<file path="src/design/sorted_key_table_engine_macros.svh">
// ---------------------------------------------------------------------------
// sorted key table engine assertion macros
// shared concurrent assertion forms, clocked and disabled in reset
// ---------------------------------------------------------------------------
`ifndef SORTED_KEY_TABLE_ENGINE_MACROS_SVH
`define SORTED_KEY_TABLE_ENGINE_MACROS_SVH

// same-cycle implication
`define SKTE_ASSERT_IMP(name, clk, rst_n, ante, cons) \
  name: assert property (@(posedge clk) disable iff (!rst_n) (ante) |-> (cons)) \
    else $error("%m: assertion failed");

// next-cycle implication
`define SKTE_ASSERT_NXT(name, clk, rst_n, ante, cons) \
  name: assert property (@(posedge clk) disable iff (!rst_n) (ante) |=> (cons)) \
    else $error("%m: assertion failed");

`endif

</file>
<file path="src/design/skte_ram.sv">
// ---------------------------------------------------------------------------
// skte_ram
// generic simple dual-port ram, one write and one registered read port
// ---------------------------------------------------------------------------
module skte_ram #(
  parameter int DATA_W = 16,
  parameter int DEPTH  = 256,
  parameter int ADDR_W = $clog2(DEPTH)
) (
  input  logic              clk,
  input  logic              wr_en,
  input  logic [ADDR_W-1:0] wr_addr,
  input  logic [DATA_W-1:0] wr_data,
  input  logic              rd_en,
  input  logic [ADDR_W-1:0] rd_addr,
  output logic [DATA_W-1:0] rd_data
);

  logic [DATA_W-1:0] mem [DEPTH];

  always_ff @(posedge clk) begin
    if (wr_en) begin
      mem[wr_addr] <= wr_data;
    end
    if (rd_en) begin
      rd_data <= mem[rd_addr];
    end
  end

endmodule

</file>
<file path="config.mk">
export PLATFORM = sky130hd
export DESIGN_NAME = skte_ram
export DESIGN_NICKNAME = d
export VERILOG_FILES = /design/src/design/sorted_key_table_engine_macros.svh /design/src/design/skte_ram.sv
export SDC_FILE = /design/constraint.sdc
export NUM_CORES = 2
export LEC_CHECK = 0
export BUFFER_PORTS_ARGS = -buffer_cell sky130_fd_sc_hd__buf_2
export CAP_MARGIN = 20
export CORE_MARGIN = 10
export CORE_UTILIZATION = 25
export DETAILED_ROUTE_END_ITERATION = 8
export SETUP_SLACK_MARGIN = 0.4
export SLEW_MARGIN = 20
export SYNTH_ARGS = -nofsm -noshare
export SYNTH_HDL_FRONTEND = slang
export SYNTH_SLANG_ARGS = --single-unit
</file>
<file path="constraint.sdc">
create_clock -name clk -period 4.95 [get_ports clk]
set_input_delay 0.7425 -clock clk [delete_from_list [all_inputs] [get_ports clk]]
set_output_delay 0.7425 -clock clk [all_outputs]
set_load 0.005 [all_outputs]
</file>
Word level (Yosys, flattened, before mapping)

Memories as Yosys holds them, arrays and structs flattened. A register that Yosys moved wholly into a read port is not among the register bits.
Cells that the tools add are included.

Bits in writable memories: 4,096
Memories kept: 1
Bits of input ports: 35
Word-level logic and storage cells: 3
Output and inout port bits: 16
Flip-flop bits (word level): 0

Memory list:

| memory | words | bits a word | rd ports | clocked after memory_dff | write ports | RTL line       | text |
|---|---|---|---|---|---|---|---|
| mem    | 256   | 16          | 1        | 1                        | 1           | skte_ram.sv:19 | `logic [DATA_W-1:0] mem [DEPTH];` |

Multiplexer cells: 2

Operator list:

| operator | number |
|---|---|
| $mux W1  | 2 |

Logic depth before layout (Yosys ltp)

Word-level depth: 2
Mapped depth: 12
Mapped depth without buffers: 6

Worst setup path before layout

No wires, ideal clock.

Path type: input-to-reg
Start: in rd_addr[0]
End: reg rd_data[4] (read register of mem), data pin
Buffers on the path: 3
Setup time: 265 ps
Stages: 8
Arrival time: 2,726 ps
Required time: 4,685 ps
Path slack: 1,959 ps
Cell sequence: buf_6 -> buf_6 -> buf_2 -> mux4_2 -> mux4_2 -> a22o_1 -> o32ai_2 -> nor4_2

RTL lines:

| item            | RTL line       | text |
|---|---|---|
| start, declared | skte_ram.sv:15 | `input logic [ADDR_W-1:0] rd_addr,` |
| end, declared   | skte_ram.sv:16 | `output logic [DATA_W-1:0] rd_data` |

==> reports/metrics.csv <==
metric,value,unit
status,finished clean,
drv_cap,0,
cpLargestDelayFamily,buffers and inverters,
hp-class,in -> reg,
synth_top_flop_cell,edfxtp_1,
grt_pass1_vias,77400,
die_h,817,um
ys_seq_area_share,77.7,%
crit_type,in -> reg,
cp_slowest_cell,a221oi_1,
cts_tree,yes,
arrival,4.30,ns
post_cts_buffers,0,
die_w,817,um
drive_gt1_share,26.4,%
synth_cells,7360,
cpMostUsedCell,buf_4,
layout_commonest_cell,edfxtp_1,
async_flop_share,0,%
syn_avg_cell_area,21.6,um2
port_buffers,50,
synth-seq-cells,4112,
relSlewSlack,17.3,%
io-pin-count,51,
cp-end-kind,register,
final_antenna_net_count,0,
area_delta_synth_final,16.9,%
insertion_delay,0.99,ns
ys.warnings.count,0,
p_leak,57.5,nW
tns,0,ns
antenna_found_initial,31,
layout_common_cells,"edfxtp_1 (4112), mux4_2 (797), mux2i_1 (565)",
cts-root-buf,clkbuf_16,
ir_worst_vdd,277,uV
power.internal,56.7,mW
initial_core_util,25.1,%
finalMaxSlewViolations,0,
finalSetupViolCount,0,
die_area,668000,um2
final_nets,7993,
seqPwrFrac,53.3,%
dp_hpwl,266,mm
drt-total-wl,430,mm
period_needed,3.59,ns
num_vias,78500,
critical_path.max_stage_delay,0.67,ns
hold_viol,0,
clock_tree.buffer_depth,4,
ctsResizeCount,0,
cp_num_buf_inv,4,
p_sw,15.5,mW
synth_edf_count,4112,
worstPathCellList,"buf_8, buf_12, buf_4, mux4_2, mux2_2, a221oi_1, buf_4, o31ai_1, o32ai_2, nor4_1",
min_period_over_period,72.6,%
vias_per_cell,4.71,
syn-num-nets,7395,
tightest_slew,1.24,ns
clock_skew,0.0598,ns
crit_fanout,55,
critPathRequiredTime,5.66,ns
sw_frac_of_total,21.5,%
ys_types,51,
fin_util,29.4,%
globalplace.congestion,0.846,
grt_use_total,12.3,%
rsz0062_at_grt,false,
p_clk_share,41.6,%
cts.sinks,4112,
power_density,389,nW/um2
critPathLaunchType,input port,
cts_made_buffers,400,
htree_levels,5,
grt_pass1_wl,606,mm
ctsHoldBuffers,0,
syn_area,159000,um2
max_freq,278,MHz
globalRouteOverflowTotal,0,
fp-row-count,292,
combPwrFrac,5.1,%
wl_per_cell,25.8,um
drc,0,
core,633000,um2
drtPass1Iterations,6,
path_clk_slew,0.06,ns
drt_iter0_markers,9493,
grt_max_degree,144,
==> registers in the layout, indices dropped and copies added (netlist names) <==
register and count:
mem 4096, rd_data 16
==> synthesized netlist by cell type (17+ instances only) <==
master,instances,area share (%)
a211oi_1,18,0.085
a21oi_1,175,0.55
a221oi_1,28,0.15
a22o_1,32,0.18
a22oi_1,43,0.20
buf_1,27,0.064
buf_2,76,0.24
buf_4,26,0.12
buf_6,77,0.55
clkbuf_1,230,0.54
edfxtp_1,4112,78
mux2_2,88,0.62
mux2i_1,565,3.6
mux4_2,797,11
nand2_1,38,0.090
nand3_1,35,0.11
nand4_1,26,0.10
nor2_1,304,0.72
nor3_1,92,0.29
nor4_1,17,0.067
o21ai_0,37,0.12
o221ai_1,252,1.4
o22ai_1,148,0.58
o32ai_1,20,0.11
==> per-layer routing <==
| metal | vias to the layer above | GRT usage, % | wire length, um |
|---|---|---|---|
| met5 | - | 0 | 317 |
| met4 | 24 | 4.01 | 14400 |
| met3 | 564 | 2.53 | 36100 |
| li1 | 32500 | - | - |
| met1 | 42100 | 16.4 | 173000 |
| met2 | 3319 | 20.2 | 206000 |
==> kinds of logic after synthesis <==
logic type / Yosys count / synth area share (%)
AND/OR/NAND/NOR: 556 / 1.57
multiplexers: 1450 / 15.5
buffers and inverters: 456 / 1.69
flip-flops: 4112 / 77.7
AO/OA/AOI/OAI: 786 / 3.53
==> layout make-up <==
| type | count | area (um2) |
|---|---|---|
| inverters | 4 | 27.5 |
| flip-flops and latches | 4112 | 123000 |
| well taps | 8379 | 10500 |
| repair buffers | 648 | 5890 |
| multi-input cells | 2792 | 33100 |
| clock buffers | 478 | 10400 |
| fillers | 61200 | 447000 |
| diodes | 11 | 27.5 |
| clock inverters | 241 | 2380 |
==> power groups by stage <==
stage	registers, mW	logic [mW]	clock network, mW
after detailed placement	39.2	3.70	0
after global placement	39.2	3.67	0
final	38.5	3.67	30.0
after global routing	38.5	3.86	31.9
after floorplan	39.2	1.89	0
after CTS	38.5	3.70	30.5
==> worst reg2reg max path: cells and delay by family, from the launching register on <==
| kind | cells | cell delay (ns) |
|---|---|---|
| buf+inv | 1 | 0.21 |
| flops | 1 | 0.36 |
| mux | 2 | 0.77 |
| simple gates | 1 | 0.14 |
| compound gates | 3 | 1.34 |
==> stage by stage <==
stage          instance area (um2)  hold WS [ns]  worst slack [ns]  instances  total power, mW
2_1_floorplan               159000         0.841              1.96       7360             41.1
3_3_place_gp                173000          1.18             0.307      15900             42.9
3_5_place_dp                173000          1.15             0.313      15900             42.9
4_1_cts                     186000         0.172              1.35      16700             72.7
5_1_grt                     186000         0.205              1.25      16700             74.2
6_report                    186000         0.201              1.36      16700             72.2
==> worst paths after layout <==
path                                from                     end  slack (ns)  cells past startpoint
setup / recovery              rd_addr[1]    rd_data[3]$_DFFE_PP_        1.36                     10
hold / removal               wr_data[15]  mem[104][15]$_DFFE_PP_        0.20                      1
setup reg to reg  mem[131][15]$_DFFE_PP_   rd_data[15]$_DFFE_PP_        1.88                      7
hold reg to reg    mem[207][1]$_DFFE_PP_    rd_data[1]$_DFFE_PP_        1.17                      5
Power figures use the tool's default switching activity.
