### config.mk
export PLATFORM = sky130hd
export DESIGN_NAME = skte_cfg
export DESIGN_NICKNAME = d
export VERILOG_FILES = /design/src/design/sorted_key_table_engine_macros.svh /design/src/design/skte_pkg.sv /design/src/design/skte_cfg.sv
export SDC_FILE = /design/constraint.sdc
export NUM_CORES = 1
export LEC_CHECK = 0
export BUFFER_PORTS_ARGS = -buffer_cell sky130_fd_sc_hd__buf_2
export CORE_AREA = 2 2 42 72
export DETAILED_ROUTE_END_ITERATION = 8
export DIE_AREA = 0 0 44 74
export MAX_ROUTING_LAYER = met4
export PLACE_DENSITY = 0.66
export REMOVE_ABC_BUFFERS = 1
export SYNTH_ARGS = -nofsm -noshare
export SYNTH_HDL_FRONTEND = slang
export SYNTH_SLANG_ARGS = --single-unit
### constraint.sdc
create_clock -name clk -period 1 [get_ports clk]
set_input_delay 0.3 -clock clk [delete_from_list [all_inputs] [get_ports clk]]
set_output_delay 0.3 -clock clk [all_outputs]
set_load 0.005 [all_outputs]
### src/design/sorted_key_table_engine_macros.svh
// ---------------------------------------------------------------------------
// sorted key table engine assertion macros
// shared concurrent assertion forms, clocked and disabled in reset
// ---------------------------------------------------------------------------
`ifndef SORTED_KEY_TABLE_ENGINE_MACROS_SVH
`define SORTED_KEY_TABLE_ENGINE_MACROS_SVH

// same-cycle implication
`define SKTE_ASSERT_IMP(name, clk, rst_n, ante, cons) \
  name: assert property (@(posedge clk) disable iff (!rst_n) (ante) |-> (cons)) \
    else $error("%m: assertion failed");

// next-cycle implication
`define SKTE_ASSERT_NXT(name, clk, rst_n, ante, cons) \
  name: assert property (@(posedge clk) disable iff (!rst_n) (ante) |=> (cons)) \
    else $error("%m: assertion failed");

`endif

### src/design/skte_pkg.sv
// ---------------------------------------------------------------------------
// skte_pkg
// types and fixed constants of the sorted key table engine
// ---------------------------------------------------------------------------
package skte_pkg;

  localparam int KEY_W    = 16;
  localparam int FUNC_W   = 2;
  localparam int IDX_W    = 8;
  localparam int POS_W    = 8;
  localparam int STATUS_W = 3;
  localparam int CNT_W    = 9;

  // built table depth and its slot address width
  localparam int TABLE_DEPTH = 256;
  localparam int ADDR_W      = $clog2(TABLE_DEPTH);

  localparam int CFG_DW    = 32;
  localparam int CFG_AW    = 3;
  localparam int REG_IDX_W = 1;

  // register word indexes
  localparam logic [REG_IDX_W-1:0] REG_CAPACITY = 1'b0;

  localparam logic [CNT_W-1:0] CAP_RESET = 9'd256;

  typedef enum logic [FUNC_W-1:0] {
    FUNC_SEARCH = 2'd0,
    FUNC_INSERT = 2'd1,
    FUNC_DELETE = 2'd2,
    FUNC_READ   = 2'd3
  } func_t;

  typedef enum logic [STATUS_W-1:0] {
    STS_DONE      = 3'd0,
    STS_NOT_FOUND = 3'd1,
    STS_FULL      = 3'd2,
    STS_PRESENT   = 3'd3,
    STS_ZERO_KEY  = 3'd4
  } status_t;

  typedef enum logic [3:0] {
    S_IDLE,
    S_PROBE,
    S_CMP,
    S_SHIFT_UP,
    S_SHIFT_DN,
    S_READ,
    S_TAIL,
    S_TAIL_LD,
    S_RESP
  } state_t;

endpackage

### src/design/skte_cfg.sv
// ---------------------------------------------------------------------------
// skte_cfg
// apb register file: capacity in use
// ---------------------------------------------------------------------------
module skte_cfg import skte_pkg::*; (
  input  logic              clk,
  input  logic              rst_n,
  input  logic              psel,
  input  logic              penable,
  input  logic              pwrite,
  input  logic [CFG_AW-1:0] paddr,
  input  logic [CFG_DW-1:0] pwdata,
  output logic [CFG_DW-1:0] prdata,
  output logic              pready,
  output logic [CNT_W-1:0]  capacity
);

  logic [CNT_W-1:0]     cap_r;
  logic [REG_IDX_W-1:0] word_idx;
  logic                 wr_cap;

  // byte address to register word
  assign word_idx = paddr[CFG_AW-1:2];
  assign wr_cap   = psel && penable && pwrite && (word_idx == REG_CAPACITY);

  always_ff @(posedge clk) begin
    if (!rst_n) begin
      cap_r <= CAP_RESET;
    end else if (wr_cap) begin
      cap_r <= pwdata[CNT_W-1:0];
    end
  end

  assign prdata   = (word_idx == REG_CAPACITY) ? CFG_DW'(cap_r) : '0;
  assign pready   = 1'b1;
  assign capacity = cap_r;

endmodule

# Yosys cells after proc, flatten, opt, wreduce, memory -nomap -nowiden
# Cells that the tools add are included.
# op_classes
multipliers	0
shifts	0
mux	1
eq_ne	0
div	0
n_reduce_logical	3
addsub	0
magnitude_cmp	0
n_bitwise	1
# op_table
op	count
$mux W9	1
$logic_and A1 B1 Y1	3
$not A1 Y1	1
# word_totals
output_inout_bits	42
n_memories	0
mem_bits_rw	0
wordCells	6
inputBits	40
mem_bits_ro	0
latchBits	0
register_bits	9

# Depth between registers and ports, before layout
# logic_depth
word_depth	3
ltp_mapped	4
ltp_nobuf	2

# Least setup slack after synthesis
# OpenSTA, ideal clock, no wires.
# synth_timing
kind	input port to flip-flop
start	input port rst_n
end	register cap_r[1], in the netlist capacity[1]
slack_ns	0.031
path_stages	4
setup_time_ns	0.072
t_required_ns	0.928
arrival_time_ns	0.897
path_buffers	2
path_cell_list	buf_2 > clkbuf_1 > nand2_1 > mux2i_1
# synth_rtl
element	line_no	rtl
start: declaration	skte_cfg.sv:7	input logic rst_n,
end signal: assignment	skte_cfg.sv:30	cap_r <= pwdata[CNT_W-1:0];
end: declaration	skte_cfg.sv:18	logic [CNT_W-1:0] cap_r;

# Final worst setup path
# layout_timing
start	register cap_r[2], in the netlist capacity[2]
end	output port prdata[2]
# layout_between
elab_chain_cells	1
# layout_rtl
element	line_no	rtl
$mux W9	skte_cfg.sv:34	assign prdata = (word_idx == REG_CAPACITY) ? CFG_DW'(cap_r) : '0;
end: declaration	skte_cfg.sv:13	output logic [CFG_DW-1:0] prdata,
# Every way passes these cells.

==> summary.md <==
| Metric | Value |
|---|---|
| Routed WL per cell | between 9 and 10 um |
| Setup violators final | 14 |
| Post-Synthesis Cells | 75 |
| Root Buffer | clkbuf_8 |
| First-pass GRT wire length | 2.14 mm |
| Num CTS Buffers | 3 |
| Power Density | 1030 nW/um^2 |
| Avg Synthesized Cell Area | 8.52 um^2 |
| Core Area | between 2000 and 3000 um^2 |
| Port bufs | 32 |
| Cell Area, Placed | 751 um^2 |
| Yosys cell types | 11 |
| Startpoint Class | register |
| Sequential cell area | 191 um^2 |
| RSZ-0062 raised after global routing | yes |
| Die Width | 44 um |
| DIE HEIGHT | ~74 um |
| Final min period | ~1.2 ns |
| I/O pins | between 80 and 90 |
| Post-layout net count | 158 |
| Crit Path Max Fanout | 3 |
| Total GRT Usage | 0.0953 |
| GRT overflow | 0 |
| Setup CP Type | reg2out |
| Number of max-cap violations | 0 |
| CP Data Required Time | 0.70 ns |
| WL final | between 1 and 1.5 mm |
| Area of the multi-input gates | ~340 um^2 |
| Worst setup margin | -0.159 ns |
| Pin count of the biggest net entering global routing | 11 |
| Antenna fix cells | 0 |
| Initial Util | 0.238 |
| Cell area after synthesis | roughly 640 um^2 |
| Power Total | 0.000952 W |
| Setup_tns | -1.62 ns |
| Standard-cell rows | 25 |
| Reg clk slew, reported paths | 0.05 ns |
| Initial antenna violation count | 0 |
| DRC Markers | 0 |
| VDD IR-drop max | 0.000470 V |
| Worst skew pair latency | roughly 0.23 ns |
| WP buf/inv | 1 |
| Via/cell ratio | about 3.9 |
| Filler cell count | 281 |
| GPL Wtd Cong | 0.610 |
| Post-CTS Hold Fix Bufs | 0 |
| Cell-by-cell listing of the critical path | and2b_2, buf_2 |
| Vias in the first global route | about 500 |
| Fmax achieved | 863 MHz |
| Max reg flops | 9 |
| H-Tree Depth | 1 |
| Final Hold Viols | 0 |
| 1st-iter DRT viols | 0 |
| CP peak stage delay | 0.32 ns |
| Clock Path Buffers | 2 |
| Final slew viol count | 0 |
| Leak | 0.503 nW |
| Area growth syn-to-layout | 44.8% |
| Worst hold path type | in2reg |
| CP delay by family, top | flip-flops |
| Yosys warns | 0 |
| Design Area, Final | 926 um^2 |
| DR vias | about 560 |
| Failing checks | negative setup slack |
| Run status | complete, but fails checks |
| Fin Clk Skew | 0 ns |
| First-pass iteration count of the detailed router | 1 |
| Period utilisation layout | 1.16 |
| CTS tree | built |
| Slowest-stage cell, CP | dfxtp_2 |
| Yosys reg bits | 9 |
| Post-route ant nets | 0 |
| DIE AREA | roughly 3300 um^2 |
| Final HPWL DP | around 930 um |
| CP Capture Type | output pin |
| Proportion of layout cells with a drive suffix above 1 | 0.547 |
| Seq/Total Area, Yosys | 0.282 |
| Arrival time worst endpoint | between 0.8 and 0.9 ns |
| Clk sinks | 9 |
## cell type report
class | instances | area share
Clock buffer | 4 | 0.0486
Multi-Input combinational cell | 61 | 0.369
Sequential cell | 9 | 0.207
Tap cell | 27 | 0.0365
Timing Repair Buffer | 43 | 0.339
## worst register-to-register path, stage by stage (launching register included)
cell	delay, ns
dfxtp_2	0.32
buf_6	0.11
buf_4	0.12
nor2b_1	0.09
mux2i_1	0.07
## final timing paths
kind / to / slack, ns / start / cells past startpoint
worst max-delay path: prdata[2] / -0.16 / capacity[2]$_SDFFE_PN0P_ / 2
worst min-delay path: capacity[5]$_SDFFE_PN0P_ / 0.30 / pwdata[5] / 3
worst max register to register: capacity[8]$_SDFFE_PN1P_ / 0.18 / capacity[8]$_SDFFE_PN1P_ / 4
worst min register to register: capacity[5]$_SDFFE_PN0P_ / 0.46 / capacity[5]$_SDFFE_PN0P_ / 2
## power breakdown
| group | internal [W] | total (W) | leakage [nW] | switching, W |
|---|---|---|---|---|
| sequential | 0.000369 | 0.000374 | 0.0763 | 0.00000514 |
| combinational | 0.0000746 | 0.000141 | 0.404 | 0.0000666 |
| clock | 0.000279 | 0.000437 | 0.0228 | 0.000157 |
## layer usage
layer  vias to the layer above  global-route usage  wire length (um)
met3                         3              0.0218               209
li1                        266                   -                 -
met2                        57               0.165               636
met4                         0              0.0505                21
met5                         -                   -                 0
met1                       232              0.0966               466
## repair_timing
action	CTS	global route
buffers inserted	7	1
gates resized for setup	20	1
setup endpoints to repair	14	17
## cells in the mapped netlist
cell type / instances / area [um^2]
and2b_2: 9 / 78.8
and4b_1: 1 / 10.0
buf_2: 1 / 5.00
buf_4: 24 / 180
buf_6: 1 / 11.3
clkbuf_1: 1 / 3.75
conb_1: 2 / 7.51
dfxtp_1: 9 / 180
mux2i_1: 9 / 90.1
nand2_1: 16 / 60.1
nor2b_1: 2 / 12.5
## layout by cell type, fill, tap and decap left out, drive strengths merged
cell type / count
dfxtp: 9
and2b: 9
nor2b: 2
and4b: 1
nand2: 16
conb: 24
clkbuf: 4
mux2i: 9
buf: 43
## cells by family (layout without fill, tap and decap cells)
| logic type | count (synthesis) | count (layout) | share of synthesized area |
|---|---|---|---|
| simple gates | 28 | 28 | 0.252 |
| buf+inv | 27 | 47 | 0.313 |
| mux | 9 | 9 | 0.141 |
| flops | 9 | 9 | 0.282 |
| other cells | 2 | 24 | 0.0117 |
## stage by stage
| step | utilization | hold slack, ns | cells | setup WS (ns) |
|---|---|---|---|---|
| 6_report | 0.344 | 0.302 | 144 | -0.159 |
| 3_5_place_dp | 0.279 | 0.461 | 132 | -0.199 |
| 2_1_floorplan | - | 0.442 | 70 | -0.0853 |
| 5_1_grt | 0.344 | 0.305 | 144 | -0.195 |
| 4_1_cts | 0.339 | 0.298 | 143 | -0.169 |
| 3_3_place_gp | 0.279 | 0.456 | 132 | -0.192 |
No activity file was read; power rests on OpenSTA's default activity.
