===== config.mk =====
export PLATFORM = sky130hd
export DESIGN_NAME = skte_ctrl_flat
export DESIGN_NICKNAME = d
export VERILOG_FILES = /design/src/design/skte_pkg.sv /design/src/design/skte_if.sv /design/src/design/skte_ctrl.sv /design/src/flat_wrapper.sv
export VERILOG_INCLUDE_DIRS = /design/src /design/src/design
export SDC_FILE = /design/constraint.sdc
export NUM_CORES = 1
export LEC_CHECK = 0
export ABC_AREA = 1
export ABC_CLOCK_PERIOD_IN_PS = 5700
export BUFFER_PORTS_ARGS = -buffer_cell sky130_fd_sc_hd__buf_2
export CORE_MARGIN = 2
export CORE_UTILIZATION = 58
export DETAILED_ROUTE_END_ITERATION = 10
export HOLD_SLACK_MARGIN = 0.05
export PLACE_DENSITY = 0.81
export SETUP_SLACK_MARGIN = 0.05
export SYNTH_ARGS = -nofsm -noshare
export SYNTH_HDL_FRONTEND = slang
export SYNTH_SLANG_ARGS = --single-unit
export TNS_END_PERCENT = 10

===== constraint.sdc =====
create_clock -name clk -period 5.7 [get_ports clk]
set_input_delay 0.855 -clock clk [delete_from_list [all_inputs] [get_ports clk]]
set_output_delay 0.855 -clock clk [all_outputs]
set_load 0.005 [all_outputs]

===== src/design/sorted_key_table_engine_macros.svh =====
// ---------------------------------------------------------------------------
// sorted key table engine assertion macros
// shared concurrent assertion forms, clocked and disabled in reset
// ---------------------------------------------------------------------------
`ifndef SORTED_KEY_TABLE_ENGINE_MACROS_SVH
`define SORTED_KEY_TABLE_ENGINE_MACROS_SVH

// same-cycle implication
`define SKTE_ASSERT_IMP(name, clk, rst_n, ante, cons) \
  name: assert property (@(posedge clk) disable iff (!rst_n) (ante) |-> (cons)) \
    else $error("%m: assertion failed");

// next-cycle implication
`define SKTE_ASSERT_NXT(name, clk, rst_n, ante, cons) \
  name: assert property (@(posedge clk) disable iff (!rst_n) (ante) |=> (cons)) \
    else $error("%m: assertion failed");

`endif


===== src/design/skte_pkg.sv =====
// ---------------------------------------------------------------------------
// skte_pkg
// types and fixed constants of the sorted key table engine
// ---------------------------------------------------------------------------
package skte_pkg;

  localparam int KEY_W    = 16;
  localparam int FUNC_W   = 2;
  localparam int IDX_W    = 8;
  localparam int POS_W    = 8;
  localparam int STATUS_W = 3;
  localparam int CNT_W    = 9;

  // built table depth and its slot address width
  localparam int TABLE_DEPTH = 256;
  localparam int ADDR_W      = $clog2(TABLE_DEPTH);

  localparam int CFG_DW    = 32;
  localparam int CFG_AW    = 3;
  localparam int REG_IDX_W = 1;

  // register word indexes
  localparam logic [REG_IDX_W-1:0] REG_CAPACITY = 1'b0;

  localparam logic [CNT_W-1:0] CAP_RESET = 9'd256;

  typedef enum logic [FUNC_W-1:0] {
    FUNC_SEARCH = 2'd0,
    FUNC_INSERT = 2'd1,
    FUNC_DELETE = 2'd2,
    FUNC_READ   = 2'd3
  } func_t;

  typedef enum logic [STATUS_W-1:0] {
    STS_DONE      = 3'd0,
    STS_NOT_FOUND = 3'd1,
    STS_FULL      = 3'd2,
    STS_PRESENT   = 3'd3,
    STS_ZERO_KEY  = 3'd4
  } status_t;

  typedef enum logic [3:0] {
    S_IDLE,
    S_PROBE,
    S_CMP,
    S_SHIFT_UP,
    S_SHIFT_DN,
    S_READ,
    S_TAIL,
    S_TAIL_LD,
    S_RESP
  } state_t;

endpackage


===== src/design/skte_if.sv =====
// ---------------------------------------------------------------------------
// skte stream interfaces
// request and result channels, valid/ready handshake
// ---------------------------------------------------------------------------
interface skte_in_if import skte_pkg::*; ();
  logic              valid;
  logic              ready;
  logic [FUNC_W-1:0] func;
  logic [KEY_W-1:0]  key;
  logic [IDX_W-1:0]  index;

  modport source (output valid, func, key, index, input ready);
  modport sink   (input valid, func, key, index, output ready);
endinterface

interface skte_out_if import skte_pkg::*; ();
  logic                valid;
  logic                ready;
  logic [STATUS_W-1:0] status;
  logic [POS_W-1:0]    position;
  logic [KEY_W-1:0]    read_key;
  logic [CNT_W-1:0]    entry_count;
  logic [KEY_W-1:0]    largest_key;

  modport source (output valid, status, position, read_key, entry_count, largest_key,
                  input ready);
  modport sink   (input valid, status, position, read_key, entry_count, largest_key,
                  output ready);
endinterface


===== src/design/skte_ctrl.sv =====
// ---------------------------------------------------------------------------
// skte_ctrl
// sequencer: binary search, shift up/down through the key ram, result register
// ---------------------------------------------------------------------------
`include "sorted_key_table_engine_macros.svh"

module skte_ctrl import skte_pkg::*; (
  input  logic              clk,
  input  logic              rst_n,
  input  logic [CNT_W-1:0]  capacity,
  skte_in_if.sink           in_if,
  skte_out_if.source        out_if,
  output logic              ram_wr_en,
  output logic [ADDR_W-1:0] ram_wr_addr,
  output logic [KEY_W-1:0]  ram_wr_data,
  output logic              ram_rd_en,
  output logic [ADDR_W-1:0] ram_rd_addr,
  input  logic [KEY_W-1:0]  ram_rd_data
);

  state_t             state_r, state_nxt;
  func_t              func_r, func_nxt;
  logic [KEY_W-1:0]   key_r, key_nxt;
  logic [CNT_W-1:0]   lo_r, lo_nxt;
  logic [CNT_W-1:0]   hi_r, hi_nxt;
  logic [CNT_W-1:0]   mid_r, mid_nxt;
  logic               hit_r, hit_nxt;
  logic [CNT_W-1:0]   sh_i_r, sh_i_nxt;
  logic               pend_r, pend_nxt;
  logic [CNT_W-1:0]   pend_addr_r, pend_addr_nxt;
  logic [CNT_W-1:0]   count_r, count_nxt;
  logic [KEY_W-1:0]   largest_r, largest_nxt;
  status_t            res_status_r, res_status_nxt;
  logic [POS_W-1:0]   res_pos_r, res_pos_nxt;
  logic [KEY_W-1:0]   res_rkey_r, res_rkey_nxt;

  logic               out_valid_r, out_valid_nxt;
  status_t            out_status_r;
  logic [POS_W-1:0]   out_pos_r;
  logic [KEY_W-1:0]   out_rkey_r;
  logic [CNT_W-1:0]   out_cnt_r;
  logic [KEY_W-1:0]   out_large_r;
  logic               load_out;

  logic [CNT_W-1:0]   mid;
  logic [CNT_W-1:0]   cap_lim;
  logic [CNT_W-1:0]   cap_eff;
  logic               full;
  logic [CNT_W-1:0]   in_idx;

  assign mid     = lo_r + ((hi_r - lo_r) >> 1);
  assign cap_lim = (32'(capacity) > TABLE_DEPTH) ? CNT_W'(TABLE_DEPTH) : capacity;
  assign cap_eff = (capacity == '0) ? CNT_W'(1) : cap_lim;
  assign full    = count_r >= cap_eff;
  assign in_idx  = CNT_W'(in_if.index);

  assign in_if.ready = (state_r == S_IDLE);

  always_comb begin
    state_nxt      = state_r;
    func_nxt       = func_r;
    key_nxt        = key_r;
    lo_nxt         = lo_r;
    hi_nxt         = hi_r;
    mid_nxt        = mid_r;
    hit_nxt        = hit_r;
    sh_i_nxt       = sh_i_r;
    pend_nxt       = pend_r;
    pend_addr_nxt  = pend_addr_r;
    count_nxt      = count_r;
    largest_nxt    = largest_r;
    res_status_nxt = res_status_r;
    res_pos_nxt    = res_pos_r;
    res_rkey_nxt   = res_rkey_r;
    ram_wr_en      = 1'b0;
    ram_wr_addr    = '0;
    ram_wr_data    = '0;
    ram_rd_en      = 1'b0;
    ram_rd_addr    = '0;
    load_out       = 1'b0;

    case (state_r)
      S_IDLE: begin
        if (in_if.valid) begin
          func_nxt       = func_t'(in_if.func);
          key_nxt        = in_if.key;
          lo_nxt         = '0;
          hi_nxt         = count_r;
          hit_nxt        = 1'b0;
          res_status_nxt = STS_DONE;
          res_pos_nxt    = '0;
          res_rkey_nxt   = '0;
          if (func_t'(in_if.func) == FUNC_READ) begin
            if (in_idx < count_r) begin
              ram_rd_en   = 1'b1;
              ram_rd_addr = ADDR_W'(in_if.index);
              res_pos_nxt = in_if.index;
              state_nxt   = S_READ;
            end else begin
              res_status_nxt = STS_NOT_FOUND;
              state_nxt      = S_RESP;
            end
          end else if (in_if.key == '0) begin
            res_status_nxt = (func_t'(in_if.func) == FUNC_INSERT) ? STS_ZERO_KEY
                                                                   : STS_NOT_FOUND;
            state_nxt      = S_RESP;
          end else begin
            state_nxt = S_PROBE;
          end
        end
      end

      S_PROBE: begin
        if (lo_r < hi_r) begin
          ram_rd_en   = 1'b1;
          ram_rd_addr = ADDR_W'(mid);
          mid_nxt     = mid;
          state_nxt   = S_CMP;
        end else begin
          // lo_r is the lower bound, hit_r tells whether it holds the key
          case (func_r)
            FUNC_SEARCH: begin
              res_status_nxt = hit_r ? STS_DONE : STS_NOT_FOUND;
              res_pos_nxt    = hit_r ? POS_W'(lo_r) : '0;
              state_nxt      = S_RESP;
            end
            FUNC_INSERT: begin
              if (hit_r) begin
                res_status_nxt = STS_PRESENT;
                res_pos_nxt    = POS_W'(lo_r);
                state_nxt      = S_RESP;
              end else if (full) begin
                res_status_nxt = STS_FULL;
                state_nxt      = S_RESP;
              end else begin
                res_pos_nxt = POS_W'(lo_r);
                sh_i_nxt    = count_r;
                pend_nxt    = 1'b0;
                state_nxt   = S_SHIFT_UP;
              end
            end
            FUNC_DELETE: begin
              if (hit_r) begin
                res_pos_nxt = POS_W'(lo_r);
                sh_i_nxt    = lo_r;
                pend_nxt    = 1'b0;
                state_nxt   = S_SHIFT_DN;
              end else begin
                res_status_nxt = STS_NOT_FOUND;
                state_nxt      = S_RESP;
              end
            end
            default: begin
              state_nxt = S_RESP;
            end
          endcase
        end
      end

      S_CMP: begin
        if (ram_rd_data < key_r) begin
          lo_nxt = mid_r + CNT_W'(1);
        end else begin
          hi_nxt  = mid_r;
          hit_nxt = (ram_rd_data == key_r);
        end
        state_nxt = S_PROBE;
      end

      S_SHIFT_UP: begin
        // read slot i-1 while the slot read last cycle lands one above it
        if (pend_r) begin
          ram_wr_en   = 1'b1;
          ram_wr_addr = ADDR_W'(pend_addr_r);
          ram_wr_data = ram_rd_data;
        end
        if (sh_i_r > lo_r) begin
          ram_rd_en     = 1'b1;
          ram_rd_addr   = ADDR_W'(sh_i_r - CNT_W'(1));
          pend_nxt      = 1'b1;
          pend_addr_nxt = sh_i_r;
          sh_i_nxt      = sh_i_r - CNT_W'(1);
        end else begin
          pend_nxt = 1'b0;
          if (!pend_r) begin
            ram_wr_en   = 1'b1;
            ram_wr_addr = ADDR_W'(lo_r);
            ram_wr_data = key_r;
            count_nxt   = count_r + CNT_W'(1);
            state_nxt   = S_TAIL;
          end
        end
      end

      S_SHIFT_DN: begin
        if (pend_r) begin
          ram_wr_en   = 1'b1;
          ram_wr_addr = ADDR_W'(pend_addr_r);
          ram_wr_data = ram_rd_data;
        end
        if ((sh_i_r + CNT_W'(1)) < count_r) begin
          ram_rd_en     = 1'b1;
          ram_rd_addr   = ADDR_W'(sh_i_r + CNT_W'(1));
          pend_nxt      = 1'b1;
          pend_addr_nxt = sh_i_r;
          sh_i_nxt      = sh_i_r + CNT_W'(1);
        end else begin
          pend_nxt = 1'b0;
          if (!pend_r) begin
            count_nxt = count_r - CNT_W'(1);
            state_nxt = S_TAIL;
          end
        end
      end

      S_READ: begin
        res_rkey_nxt = ram_rd_data;
        state_nxt    = S_RESP;
      end

      S_TAIL: begin
        if (count_r != '0) begin
          ram_rd_en   = 1'b1;
          ram_rd_addr = ADDR_W'(count_r - CNT_W'(1));
        end
        state_nxt = S_TAIL_LD;
      end

      S_TAIL_LD: begin
        largest_nxt = (count_r != '0) ? ram_rd_data : '0;
        state_nxt   = S_RESP;
      end

      S_RESP: begin
        if (!out_valid_r || out_if.ready) begin
          load_out  = 1'b1;
          state_nxt = S_IDLE;
        end
      end

      default: begin
        state_nxt = S_IDLE;
      end
    endcase

    if (load_out) begin
      out_valid_nxt = 1'b1;
    end else if (out_if.ready) begin
      out_valid_nxt = 1'b0;
    end else begin
      out_valid_nxt = out_valid_r;
    end
  end

  always_ff @(posedge clk) begin
    if (!rst_n) begin
      state_r     <= S_IDLE;
      count_r     <= '0;
      largest_r   <= '0;
      pend_r      <= 1'b0;
      out_valid_r <= 1'b0;
    end else begin
      state_r     <= state_nxt;
      count_r     <= count_nxt;
      largest_r   <= largest_nxt;
      pend_r      <= pend_nxt;
      out_valid_r <= out_valid_nxt;
    end
  end

  always_ff @(posedge clk) begin
    func_r       <= func_nxt;
    key_r        <= key_nxt;
    lo_r         <= lo_nxt;
    hi_r         <= hi_nxt;
    mid_r        <= mid_nxt;
    hit_r        <= hit_nxt;
    sh_i_r       <= sh_i_nxt;
    pend_addr_r  <= pend_addr_nxt;
    res_status_r <= res_status_nxt;
    res_pos_r    <= res_pos_nxt;
    res_rkey_r   <= res_rkey_nxt;
    if (load_out) begin
      out_status_r <= res_status_r;
      out_pos_r    <= res_pos_r;
      out_rkey_r   <= res_rkey_r;
      out_cnt_r    <= count_r;
      out_large_r  <= largest_r;
    end
  end

  assign out_if.valid       = out_valid_r;
  assign out_if.status      = out_status_r;
  assign out_if.position    = out_pos_r;
  assign out_if.read_key    = out_rkey_r;
  assign out_if.entry_count = out_cnt_r;
  assign out_if.largest_key = out_large_r;

  // stored count never exceeds the built depth
  `SKTE_ASSERT_IMP(a_count_le_depth, clk, rst_n, 1'b1, 32'(count_r) <= TABLE_DEPTH)

  // search window stays ordered and within the stored keys
  `SKTE_ASSERT_IMP(a_window_ok, clk, rst_n, (state_r == S_PROBE) || (state_r == S_CMP),
                   (lo_r <= hi_r) && (hi_r <= count_r))

  // shifts never write past the first free slot
  `SKTE_ASSERT_IMP(a_wr_in_range, clk, rst_n, ram_wr_en, 32'(ram_wr_addr) <= 32'(count_r))

  // a probe read is always followed by its compare
  `SKTE_ASSERT_NXT(a_probe_cmp, clk, rst_n, (state_r == S_PROBE) && ram_rd_en,
                   state_r == S_CMP)

endmodule


===== src/flat_wrapper.sv =====
// flat-port wrapper written by rule: the top's interface ports become plain ports
module skte_ctrl_flat import skte_pkg::*;
  (clk, rst_n, capacity, ram_wr_en, ram_wr_addr, ram_wr_data, ram_rd_en, ram_rd_addr, ram_rd_data, in_if_valid, in_if_func, in_if_key, in_if_index, in_if_ready, out_if_valid, out_if_status, out_if_position, out_if_read_key, out_if_entry_count, out_if_largest_key, out_if_ready);
  skte_in_if in_if_i ();
  skte_out_if out_if_i ();
  input  logic clk;
  input  logic rst_n;
  input  logic [CNT_W-1:0] capacity;
  output logic ram_wr_en;
  output logic [ADDR_W-1:0] ram_wr_addr;
  output logic [KEY_W-1:0] ram_wr_data;
  output logic ram_rd_en;
  output logic [ADDR_W-1:0] ram_rd_addr;
  input  logic [KEY_W-1:0] ram_rd_data;
  input wire logic [$bits(in_if_i.valid)-1:0] in_if_valid;
  input wire logic [$bits(in_if_i.func)-1:0] in_if_func;
  input wire logic [$bits(in_if_i.key)-1:0] in_if_key;
  input wire logic [$bits(in_if_i.index)-1:0] in_if_index;
  output wire logic [$bits(in_if_i.ready)-1:0] in_if_ready;
  output wire logic [$bits(out_if_i.valid)-1:0] out_if_valid;
  output wire logic [$bits(out_if_i.status)-1:0] out_if_status;
  output wire logic [$bits(out_if_i.position)-1:0] out_if_position;
  output wire logic [$bits(out_if_i.read_key)-1:0] out_if_read_key;
  output wire logic [$bits(out_if_i.entry_count)-1:0] out_if_entry_count;
  output wire logic [$bits(out_if_i.largest_key)-1:0] out_if_largest_key;
  input wire logic [$bits(out_if_i.ready)-1:0] out_if_ready;
  assign in_if_i.valid = in_if_valid;
  assign in_if_i.func = in_if_func;
  assign in_if_i.key = in_if_key;
  assign in_if_i.index = in_if_index;
  assign in_if_ready = in_if_i.ready;
  assign out_if_valid = out_if_i.valid;
  assign out_if_status = out_if_i.status;
  assign out_if_position = out_if_i.position;
  assign out_if_read_key = out_if_i.read_key;
  assign out_if_entry_count = out_if_i.entry_count;
  assign out_if_largest_key = out_if_i.largest_key;
  assign out_if_i.ready = out_if_ready;
  skte_ctrl u_core (.clk(clk), .rst_n(rst_n), .capacity(capacity), .in_if(in_if_i), .out_if(out_if_i), .ram_wr_en(ram_wr_en), .ram_wr_addr(ram_wr_addr), .ram_wr_data(ram_wr_data), .ram_rd_en(ram_rd_en), .ram_rd_addr(ram_rd_addr), .ram_rd_data(ram_rd_data));
endmodule

### Word-level counts from Yosys, hierarchy flattened

Index checks and enable logic that the tools add are counted.

* add/sub/neg operators: 7
* equal/unequal tests: 32
* muxes and demuxes: 102
* reductions and logical operators: 26
* order comparisons: 7

Operators with widths (number)
* two-way mux 8 bit: 18
* two-way mux 9 bit: 16
* two-way mux 16 bit: 5
* one-hot mux 9 bit (2 select lines): 4
* one-hot mux 16 bit (2 select lines): 2
* two-way mux 4 bit: 12
* one-hot mux 8 bit (2 select lines): 3
* one-hot mux 8 bit (5 select lines): 1
* one-hot mux 4 bit (8 select lines): 1
* adder 9 x 1 -> 9 bit, second input constant: 3
* one-hot mux 9 bit (3 select lines): 1
* two-way mux 3 bit: 8
* one-hot mux 8 bit (3 select lines): 1
* two-way mux 1 bit: 22
* < comparator 9 bit: 2
* AND reduction 6 bit: 3
* subtractor 9 x 1 -> 9 bit, second input constant: 2
* equality test 16 bit: 1
* equality test 4 x 3 -> 1 bit, second input constant: 4
* zero test 16 bit: 1
* < comparator 16 bit: 1
* inequality test 2 bit, second input constant: 7
* nonzero test 2 bit: 5
* adder 9 x 8 -> 9 bit: 1
* other kinds (34): 50

* output and inout port bits: 88
* word-level logic and storage cells: 195
* register bits: 173
* input port bits: 55

### Longest topological paths before layout

Gate-level depths: netlist of run 1.

* word-level depth: 9
* depth in mapped cells: 19
* gate-level depth less buffers: 19

### Worst setup path after synthesis of run 1

OpenSTA, ideal clock, no wires.

* kind: input to register
* start point: in out_if_ready
* end point: reg u_core.out_cnt_r[0] (netlist: u_core.out_if.entry_count[0]) (enable)
* arrival: 3.082 ns
* buffers on the path: 0
* path slack: 2.157 ns
* cell stages on the path: 2
* data required time: 5.238 ns
* cells stage by stage: nor2_1 nor2_1

* word-level cells in the longest chain between the ends: 3

RTL lines
* from (decl): line flat_wrapper.sv:26 `input wire logic [$bits(out_if_i.ready)-1:0] out_if_ready;`
* logical OR 1 bit: line skte_ctrl.sv:235 `if (!out_valid_r || out_if.ready) begin`
* two-way mux 1 bit: line skte_ctrl.sv:235
* two-way mux 1 bit: line skte_ctrl.sv:82 `case (state_r)`
* via u_core.load_out: line skte_ctrl.sv:43 `logic load_out;`
* to (signal assigned): line skte_ctrl.sv:287 `out_cnt_r <= count_r;`
* to (decl): line skte_ctrl.sv:41 `logic [CNT_W-1:0] out_cnt_r;`

The timed path passes the listed nets, and every way through them passes these cells.
A chain may end at the register's enable or synchronous reset.

### Worst setup path after layout of run 1

* start point: reg u_core.lo_r[0]
* end point: out ram_rd_addr[6]

* word-level cells in the longest chain between the ends: 4
* elaborated cells between the ends (all ways): 7
* those cells by class: 2 x add/sub; 2 x order compare; 3 x mux

RTL lines
* from (decl): line skte_ctrl.sv:24 `logic [CNT_W-1:0] lo_r, lo_nxt;`
* from (signal assigned): line skte_ctrl.sv:274 `lo_r <= lo_nxt;`
* subtractor 9 bit: line skte_ctrl.sv:51 `assign mid = lo_r + ((hi_r - lo_r) >> 1);`
* adder 9 x 8 -> 9 bit (*): line skte_ctrl.sv:51
* via u_core.mid[6]: line skte_ctrl.sv:45 `logic [CNT_W-1:0] mid;`
* two-way mux 8 bit (*): line skte_ctrl.sv:114 `if (lo_r < hi_r) begin`
* one-hot mux 8 bit (5 select lines) (*): line skte_ctrl.sv:82
* to (decl): line flat_wrapper.sv:13 `output logic [ADDR_W-1:0] ram_rd_addr;`

Mark *: on every way through the listed nets, which the timed path passes. The rest lies on a longest branch.

==> flow_metrics.env, run 1 <==
export IMPL_async_reset_ff_share_pct=0
export IMPL_drv_cap=0
export IMPL_cts_sinks=173
export IMPL_cp_max_fo=4
export IMPL_placementRows=48
export IMPL_status="complete, no violations"
export IMPL_cts_buffers=17
export IMPL_place_gp_congestion=0.975
export IMPL_start_util_pct=58.8
export IMPL_postCtsSetupBuffers=0
export IMPL_netlist_area_leader_share_pct=42.4
export IMPL_die_area_um2=18400
export IMPL_maxClockFrequency_ghz=0.219
export IMPL_syn_avg_cell_area_um2=8.92
export IMPL_ios=143
export IMPL_arrival_ps=3720
export IMPL_hold_viol_final=0
export IMPL_hold_path_class="reg2reg"
export IMPL_fin_crit_ps=4570
export IMPL_drt_wl_total_um=27500
export IMPL_post_cts_resized=0
export IMPL_stdcell_area_um2=11600
export IMPL_worst_pin_slew_ps=1210
export IMPL_synth_cell_types=52
export IMPL_cts_root_buf="clkbuf_16"
export IMPL_io_buffer_count=142
export IMPL_skew_ps=11.0
export IMPL_synth_warnings=0
export IMPL_required_ps=4850
export IMPL_cts_path_max_buffers=2
export IMPL_hpwl_um=20600
export IMPL_via_count=8770
export IMPL_clk_latency_ps=450
export IMPL_synth_seq_area_share_pct=48.6
export IMPL_powerDensity_nw_per_um2=616
export IMPL_place_area_um2=11000
export IMPL_syn_area_um2=10100
export IMPL_htree_levels=4
export IMPL_area_growth_pct=15.7
export IMPL_ys_seq_elements=173
export IMPL_p_leak_nw=5.30
export IMPL_overflow=0
export IMPL_ant_nets=0
export IMPL_crit_path_end_kind="primary output"
export IMPL_relSlewSlack_pct=19.0
export IMPL_vias_per_cell=5.80
export IMPL_clk_pin_slew_ps=80
export IMPL_syn_num_nets=1259
export IMPL_synthXorXnorAreaFrac_pct=2.61
export IMPL_syn_inst=1128
export IMPL_finalCritPeriodShare_pct=80.2
export IMPL_rsz0062_at_grt="no"
export IMPL_antenna_found_initial=0
export IMPL_critical_path_class="reg2out"
export IMPL_grt_pass1_wl_um=42700
export IMPL_drive_gt1_share_pct=17.4
export IMPL_grt_usage_pct=30.4
export IMPL_first_pass_iters=6
export IMPL_grt_pass1_vias=8250
export IMPL_yosysMostFrequentCell="nand2_1"
export IMPL_grt_start_max_net_pins=53
export IMPL_drv_slew=0
export IMPL_core_um2=17100
export IMPL_cts_tree="yes"
export IMPL_synth_fa_ha_area_share_pct=9.60
export IMPL_synth_top_family_by_area="simple AND/OR/NAND/NOR gates"
export IMPL_synth_area_leaders="edfxtp_1, nand2_1, ha_1"
export IMPL_synthTopCellsByCount="nand2_1, edfxtp_1, inv_1"
export IMPL_finalSetupViolCount=0
export IMPL_die_w_um=136
export IMPL_synthSimpleGateAreaFrac_pct=21.9
export IMPL_final_util_pct=68.0
export IMPL_tns_ps=0
export IMPL_drc=0
export IMPL_yosysTopAreaCell="edfxtp_1"
export IMPL_synth_edf_count=142
export IMPL_start_kind="flip-flop"
export IMPL_synth_compound_area_share_pct=10.4
export IMPL_synthMuxAreaShare_pct=0
export IMPL_nNetsFinal=1403
export IMPL_hold_ws_ps=420
export IMPL_die_height_um=136
export IMPL_ir_worst_vdd_uv=320
export IMPL_ctsHoldBuffers=0
export IMPL_ys_flop_type="edfxtp_1"
export IMPL_drt_iter0_drc=1062
export IMPL_avgRoutedWirePerCell_um=18.2
==> critical path: stages, from the launching register on <==
cell and delay [ps]:
edfxtp_1 430, ha_1 220, inv_1 90, fa_1 470, xor2_1 240, inv_1 100, fa_1 480, o21ai_0 430
nand2_1 90, nand2_1 80, nand2_1 50, nand2_1 70, xor2_1 180, inv_1 80, nand2_1 60, nand3_1 70
buf_2 130
==> kinds of logic after synthesis <==
group,Yosys count
adders and majority gates,76
DFF,173
AOI/OAI and AO/OA,181
buffers and inverters,179
xor gates and xnor gates,30
and+or+nand+nor,489
==> sequential cells by signal (all words and copies together) (netlist names) <==
name and flops:
u_core.hi_r 9, u_core.lo_r 9, u_core.pend_addr_r 8, u_core.pend_r 1, u_core.count_r 9, u_core.key_r 16
u_core.out_if.read_key 16, u_core.state_r 4, u_core.out_if.valid 1, u_core.res_rkey_r 16, u_core.out_if.largest_key 16, u_core.func_r 2
u_core.out_if.status 3, u_core.sh_i_r 9, u_core.largest_r 16, u_core.out_if.entry_count 9, u_core.hit_r 1, u_core.mid_r 9
u_core.res_status_r 3, u_core.out_if.position 8, u_core.res_pos_r 8
==> through the flow <==
stage | std cells | power [W] | setup slack, ps
2_1_floorplan | 1128 | 0.00476 | 2160
5_1_grt | 1510 | 0.00769 | 752
4_1_cts | 1510 | 0.00708 | 1140
3_3_place_gp | 1478 | 0.00574 | 1690
3_5_place_dp | 1478 | 0.00584 | 1640
6_report | 1511 | 0.00717 | 1130
==> placed cells by master (no fill, tap or decap), types with 4 or more instances in the layout <==
| cell | count |
|---|---|
| nand2_1 | 258 |
| inv_1 | 142 |
| buf_2 | 142 |
| edfxtp_1 | 142 |
| nor2_1 | 111 |
| ha_1 | 74 |
| o21ai_0 | 67 |
| a21oi_1 | 63 |
| nand3_1 | 55 |
| dfxtp_1 | 31 |
| xor2_1 | 24 |
| clkbuf_16 | 17 |
| o32ai_1 | 15 |
| nor3_1 | 14 |
| inv_2 | 10 |
| clkinv_8 | 9 |
| nand4_1 | 8 |
| o31ai_1 | 8 |
| o211ai_1 | 8 |
| nor2_4 | 6 |
| xnor2_1 | 6 |
| nand2_2 | 6 |
| nand3b_1 | 6 |
| buf_4 | 5 |
| o22ai_1 | 4 |
| o21ai_1 | 4 |
==> power by group <==
group / switching (W) / internal, W / total, W
Combinational: 0.00248 / 0.00120 / 0.00368
Sequential: 0.000266 / 0.00202 / 0.00229
Clock: 0.000595 / 0.000604 / 0.00120
Total: 0.00334 / 0.00383 / 0.00717
==> path summary, 6_finish.rpt <==
kind	cells past startpoint	start	slack, ps	endpoint
max	16	u_core.lo_r[0]	1130	ram_rd_addr[6]
min	0	u_core.res_pos_r[3]	420	u_core.out_if.position[3]
max reg2reg	15	u_core.sh_i_r[0]	1570	u_core.sh_i_r[8]
min reg2reg	0	u_core.res_pos_r[3]	420	u_core.out_if.position[3]
==> per-layer routing <==
layer	global-route usage, %	routed length [um]
met1	40.0	10700
met2	49.5	12900
met3	5.01	2690
met4	14.1	1180
met5	0	0
==> layout make-up <==
| type | count | area, um^2 |
|---|---|---|
| clock inverters | 15 | 211 |
| repair buffers | 147 | 748 |
| clock buffers | 17 | 425 |
| diodes | 1 | 2.50 |
| flip-flops and latches | 173 | 4880 |
| inverters | 157 | 602 |
| fillers | 1296 | 5480 |
| multi-input cells | 776 | 4480 |
| well taps | 225 | 282 |
Power figures use the tool's default switching activity.
==> inputs of run 2 (changes only) <==
--- a/config.mk
+++ b/config.mk
@@ -6,8 +6,8 @@
 export SDC_FILE = /design/constraint.sdc
 export NUM_CORES = 1
 export LEC_CHECK = 0
-export ABC_AREA = 1
-export ABC_CLOCK_PERIOD_IN_PS = 5700
+export ABC_AREA = 0
+export ABC_CLOCK_PERIOD_IN_PS = 4320
 export BUFFER_PORTS_ARGS = -buffer_cell sky130_fd_sc_hd__buf_2
 export CORE_MARGIN = 2
 export CORE_UTILIZATION = 58
==> constraint.sdc (replaced) <==
create_clock -name clk -period 4.32 [get_ports clk]
set_input_delay 0.648 -clock clk [delete_from_list [all_inputs] [get_ports clk]]
set_output_delay 0.648 -clock clk [all_outputs]
set_load 0.005 [all_outputs]
==> flow_metrics.env, run 2 <==
export IMPL_htree_levels=4
export IMPL_die_area_um2=17500
export IMPL_tns_ps=0
export IMPL_async_reset_ff_share_pct=0
export IMPL_hold_path_class="in2reg"
export IMPL_ir_worst_vdd_uv=1130
export IMPL_cp_cell_sequence="ha_1 -> nand3_2 -> nor2_4 -> nand3_1 -> xnor2_1 -> ha_1 -> o2111ai_1 -> nor2_1 -> a221o_1 -> nor2_4 -> or2_2 -> or4b_1 -> buf_2"
export IMPL_via_count=8038
export IMPL_post_place_ws_ps=258
export IMPL_vias_per_cell=6.40
export IMPL_die_height_um=132
export IMPL_fin_crit_ps=4180
export IMPL_cp_top_family="simple AND/OR/NAND/NOR gates"
export IMPL_powerDensity_nw_per_um2=772
export IMPL_cts_sinks=173
export IMPL_dpl_cell_count=1213
export IMPL_start_kind="flip-flop"
export IMPL_cts_buffers=17
export IMPL_ys_flop_type="edfxtp_1"
export IMPL_overflow=0
export IMPL_antenna_found_initial=0
export IMPL_cts_path_max_buffers=2
export IMPL_relSlewSlack_pct=40.6
export IMPL_total_power_w=0.00882
export IMPL_syn_avg_cell_area_um2=11.1
export IMPL_rsz0062_at_grt="yes"
export IMPL_cp_slowest_stage_delay_ps=470
export IMPL_syn_num_nets=987
export IMPL_cp_max_fo=8
export IMPL_drv_slew=0
export IMPL_drive_gt1_share_pct=24.8
export IMPL_synth_edf_count=142
export IMPL_finalSetupViolCount=0
export IMPL_drc=0
export IMPL_status="complete, no violations"
export IMPL_nNetsFinal=1157
export IMPL_place_area_um2=10600
export IMPL_drv_cap=0
export IMPL_synth_cell_types=70
export IMPL_final_cell_mix="buf_2, edfxtp_1, ha_1"
export IMPL_grt_start_max_net_pins=29
export IMPL_hold_viol_final=0
export IMPL_ctsHoldBuffers=0
export IMPL_crit_path_end_kind="primary output"
export IMPL_start_util_pct=59.8
export IMPL_min_delay_start="in_if_key[10]"
export IMPL_first_pass_iters=6
export IMPL_io_buffer_count=142
export IMPL_netlist_area_leader_share_pct=44.7
export IMPL_stdcell_area_um2=11400
export IMPL_cts_tree="yes"
export IMPL_clk_latency_ps=440
export IMPL_syn_area_um2=9530
export IMPL_ys_seq_elements=173
export IMPL_regToRegSetupSlack_ps=840
export IMPL_skew_ps=10.1
export IMPL_worst_pin_slew_ps=890
export IMPL_grt_usage_pct=31.2
export IMPL_ios=143
export IMPL_avgRoutedWirePerCell_um=22.1
export IMPL_yosysMostFrequentCell="edfxtp_1"
export IMPL_min_to="u_core.key_r[10]"
export IMPL_whs_path_depth=1
export IMPL_arrival_ps=3530
export IMPL_core_um2=15900
export IMPL_critical_path_class="reg2out"
export IMPL_drt_wl_total_um=27700
export IMPL_clk_pin_slew_ps=80
export IMPL_required_ps=3670
export IMPL_yosysTopAreaCell="edfxtp_1"
export IMPL_drt_iter0_drc=1138
export IMPL_r2r_end="u_core.count_r[8]"
export IMPL_place_gp_congestion=0.976
export IMPL_ant_nets=0
export IMPL_syn_inst=856
export IMPL_placementRows=46
export IMPL_grt_pass1_vias=7423
export IMPL_cts_root_buf="clkbuf_16"
export IMPL_instances_no_fill=1255
export IMPL_r2r_start="u_core.sh_i_r[0]"
export IMPL_grt_pass1_wl_um=41500
export IMPL_hpwl_um=19900
export IMPL_finalCritPeriodShare_pct=96.7
export IMPL_synth_area_leaders="edfxtp_1, ha_1, dfxtp_1"
export IMPL_diodes=0
export IMPL_maxClockFrequency_ghz=0.240
export IMPL_synth_warnings=0
export IMPL_path_buf_inv=1
export IMPL_fin_ws_ps=145
export IMPL_p_leak_nw=4.67
export IMPL_synthTopCellsByCount="edfxtp_1, ha_1, nor2_1"
export IMPL_crit_slowest_cell="or4b_1"
export IMPL_reg2reg_depth=14
export IMPL_die_w_um=132
export IMPL_area_growth_pct=19.9
export IMPL_synth_seq_area_share_pct=51.3
run 2: cell count changes after synthesis, moves of 25 or more:
cell / change
xnor2_1: +25
o21ai_0: -38
a22o_1: +33
inv_1: -87
nand3_1: -33
nor2_1: -41
nand2_1: -211
run 2: worst reg2reg max path, cell delays in order, from the launching register on:
cell and delay (ps):
edfxtp_1 370, ha_1 260, nand3_2 170, nor2_4 200, nand3_1 110, xnor2_1 170, ha_1 310, o2111ai_1 110
nor2_1 110, a221o_1 230, nor2_4 90, buf_4 190, or3_1 380, or4_1 500, a21oi_1 150
run 2: worst max path at each step:
| stage | startpoint | endpoint | slack [ps] | cells after the start |
|---|---|---|---|---|
| 2_1_floorplan | out_if_ready | u_core.out_if.entry_count[0] | 740 | 2 |
| 3_3_place_gp | u_core.sh_i_r[0] | ram_rd_addr[6] | 310 | 14 |
| 3_5_place_dp | u_core.sh_i_r[0] | ram_rd_addr[6] | 260 | 14 |
| 4_1_cts | u_core.hi_r[0] | ram_rd_addr[7] | 8 | 14 |
| 5_1_grt | u_core.sh_i_r[0] | ram_rd_en | -50 | 13 |
| 6_report | u_core.sh_i_r[0] | ram_rd_en | 140 | 13 |
run 2: where the power goes:
part / leakage [nW] / switching [W] / internal (W)
clock: 0.308 / 0.000769 / 0.000849
sequential: 1.59 / 0.000304 / 0.00253
combinational: 2.78 / 0.00263 / 0.00175
total: 4.67 / 0.00370 / 0.00512
run 2: cell type report:
type	count	area, um^2
fill	1143	4520
tap	216	270
inverter	58	218
timing repair buffer	186	1040
multi-input combinational	590	4370
clock inverter	15	210
clock buffer	17	425
sequential	173	4880
run 2: layer usage:
metal	part of all wire, %	vias to the layer above	GRT usage (%)
met5	0	-	0
met4	4.2	0	12.9
met3	12	114	7.42
met2	45	624	49.2
met1	39	3737	41.6
li1	-	3563	-
run 2: logic make-up after synthesis:
family / after synthesis / synth area share (%)
AND/OR/NAND/NOR: 246 / 13.0
XOR/XNOR: 42 / 3.86
adder cells (fa/ha/maj): 76 / 10.1
AO/OA/AOI/OAI: 208 / 16.0
flip-flops: 173 / 51.3
buffers and inverters: 93 / 3.79
multiplexers: 18 / 2.01
run 2: what timing repair did:
action,in CTS,in global routing
gates resized for setup,3,17
hold endpoints to repair,0,0
endpoints found under the setup margin,9,9
buffers inserted,2,8
pin swaps,1,10
run 2: per-stage QoR:
stage          util [%]  hold WS [ps]
6_report           71.7           397
5_1_grt            71.7           396
4_1_cts            70.8           387
3_5_place_dp       66.7           405
3_3_place_gp       66.7           401
2_1_floorplan         -           400
==> inputs of run 3 (changes only) <==
--- a/config.mk
+++ b/config.mk
@@ -8,12 +8,14 @@
 export LEC_CHECK = 0
 export ABC_AREA = 0
 export ABC_CLOCK_PERIOD_IN_PS = 4320
-export BUFFER_PORTS_ARGS = -buffer_cell sky130_fd_sc_hd__buf_2
+export BUFFER_PORTS_ARGS = -buffer_cell sky130_fd_sc_hd__clkbuf_2
 export CORE_MARGIN = 2
 export CORE_UTILIZATION = 58
+export CTS_CLUSTER_SIZE = 25
 export DETAILED_ROUTE_END_ITERATION = 10
 export HOLD_SLACK_MARGIN = 0.05
 export PLACE_DENSITY = 0.81
+export REMOVE_ABC_BUFFERS = 1
 export SETUP_SLACK_MARGIN = 0.05
 export SYNTH_ARGS = -nofsm -noshare
 export SYNTH_HDL_FRONTEND = slang
==> flow_metrics.env, run 3 (synthesized netlist as in run 2, its figures left out) <==
export IMPL_nNetsFinal=1162
export IMPL_first_pass_iters=6
export IMPL_skew_ps=13.2
export IMPL_ir_worst_vdd_uv=703
export IMPL_drt_wl_total_um=27400
export IMPL_die_area_um2=17500
export IMPL_grt_pass1_vias=7429
export IMPL_htree_levels=4
export IMPL_io_buffer_count=142
export IMPL_regToRegSetupSlack_ps=890
export IMPL_drv_cap=0
export IMPL_cp_top_family="compound AO/OA/AOI/OAI gates"
export IMPL_placementRows=46
export IMPL_critical_path_class="reg2out"
export IMPL_rsz0062_at_grt="yes"
export IMPL_ant_nets=0
export IMPL_die_w_um=132
export IMPL_final_cell_mix="clkbuf_2, edfxtp_1, ha_1"
export IMPL_finalCritPeriodShare_pct=99.2
export IMPL_ios=143
export IMPL_cts_path_max_buffers=2
export IMPL_cp_cell_sequence="inv_2 -> ha_1 -> nor2b_1 -> o31a_1 -> a21oi_2 -> ha_1 -> nor2b_1 -> o21a_1 -> o21ai_2 -> nand2b_1 -> a211oi_4 -> nor2_4 -> a221o_1 -> clkbuf_2"
export IMPL_status="complete, no violations"
export IMPL_avgRoutedWirePerCell_um=21.8
export IMPL_p_leak_nw=4.67
export IMPL_drv_slew=0
export IMPL_drive_gt1_share_pct=25.7
export IMPL_powerDensity_nw_per_um2=779
export IMPL_dpl_cell_count=1210
export IMPL_clk_latency_ps=440
export IMPL_crit_path_end_kind="primary output"
export IMPL_arrival_ps=3640
export IMPL_cts_root_buf="clkbuf_16"
export IMPL_total_power_w=0.00893
export IMPL_drc=0
export IMPL_cts_tree="yes"
export IMPL_p_int_w=0.00511
export IMPL_path_buf_inv=2
export IMPL_cts_buffers=17
export IMPL_area_growth_pct=20.2
export IMPL_cts_sinks=173
export IMPL_required_ps=3670
export IMPL_seqPwrFrac_pct=31.8
export IMPL_grt_usage_pct=30.9
export IMPL_via_count=7911
export IMPL_vias_per_cell=6.28
export IMPL_diodes=0
export IMPL_antenna_found_initial=0
export IMPL_place_gp_congestion=0.964
export IMPL_die_height_um=132
export IMPL_switching_power_w=0.00382
export IMPL_relSlewSlack_pct=21.1
export IMPL_start_util_pct=59.8
export IMPL_post_place_ws_ps=292
export IMPL_overflow=0
export IMPL_cp_max_fo=4
export IMPL_start_kind="flip-flop"
export IMPL_worst_pin_slew_ps=1180
export IMPL_clk_pin_slew_ps=70
export IMPL_hold_path_class="in2reg"
export IMPL_finalSetupViolCount=0
export IMPL_comb_power_share_pct=51.2
export IMPL_hold_ws_ps=404
export IMPL_crit_slowest_cell="edfxtp_1"
export IMPL_maxClockFrequency_ghz=0.233
export IMPL_fin_ws_ps=32.6
export IMPL_hpwl_um=19900
export IMPL_fillers=1118
export IMPL_grt_start_max_net_pins=33
export IMPL_p_sw_share_pct=42.8
export IMPL_instances_no_fill=1260
export IMPL_hold_viol_final=0
export IMPL_grt_pass1_wl_um=41000
export IMPL_pwr_share_clk_pct=17.0
export IMPL_cp_slowest_stage_delay_ps=490
export IMPL_fin_crit_ps=4290
export IMPL_core_um2=15900
export IMPL_drt_iter0_drc=1098
run 3: timing repair:
item,CTS,global route
setup buffers,1,17
gates resized for setup,9,22
hold buffers,0,0
pin swaps,0,15
setup endpoints to repair,8,9
run 3: through the flow:
step	cell area [um^2]	setup TNS, ps	util, %
2_1_floorplan	9390	0	-
3_3_place_gp	10600	0	66.5
3_5_place_dp	10600	0	66.5
4_1_cts	11200	0	70.5
5_1_grt	11500	-83.9	71.9
6_report	11500	0	71.9
run 3: power groups by stage:
stage	registers, W	clock network (W)	logic (W)
final	0.00284	0.00152	0.00457
after global routing	0.00287	0.00158	0.00488
after CTS	0.00281	0.00152	0.00411
after detailed placement	0.00285	0	0.00400
after global placement	0.00283	0	0.00392
after floorplan	0.00282	0	0.00266
run 3: final timing paths:
| path | depth (start not counted) | start | endpoint |
|---|---|---|---|
| setup / recovery | 14 | u_core.lo_r[1] | ram_rd_addr[6] |
| hold / removal | 1 | in_if_key[10] | u_core.key_r[10] |
| setup reg to reg | 15 | u_core.sh_i_r[0] | u_core.count_r[8] |
| hold reg to reg | 0 | u_core.res_pos_r[3] | u_core.out_if.position[3] |
run 3: cell type report:
class	instances	area, um^2	share of cell area [%]
flip-flops and latches	173	4880	42.6
multi-input cells	590	4410	38.5
repair buffers	191	1080	9.45
clock buffers	17	425	3.71
well taps	216	270	2.36
inverters	58	218	1.90
clock inverters	15	168	1.46
run 3: routing by layer:
metal  vias to the layer above  wire [um]  track usage, %
li1                       3571          -               -
met1                      3683      10900            42.0
met2                       565      12500            49.2
met3                        92       2980            5.81
met4                         0       1080            12.8
met5                         -          0               0
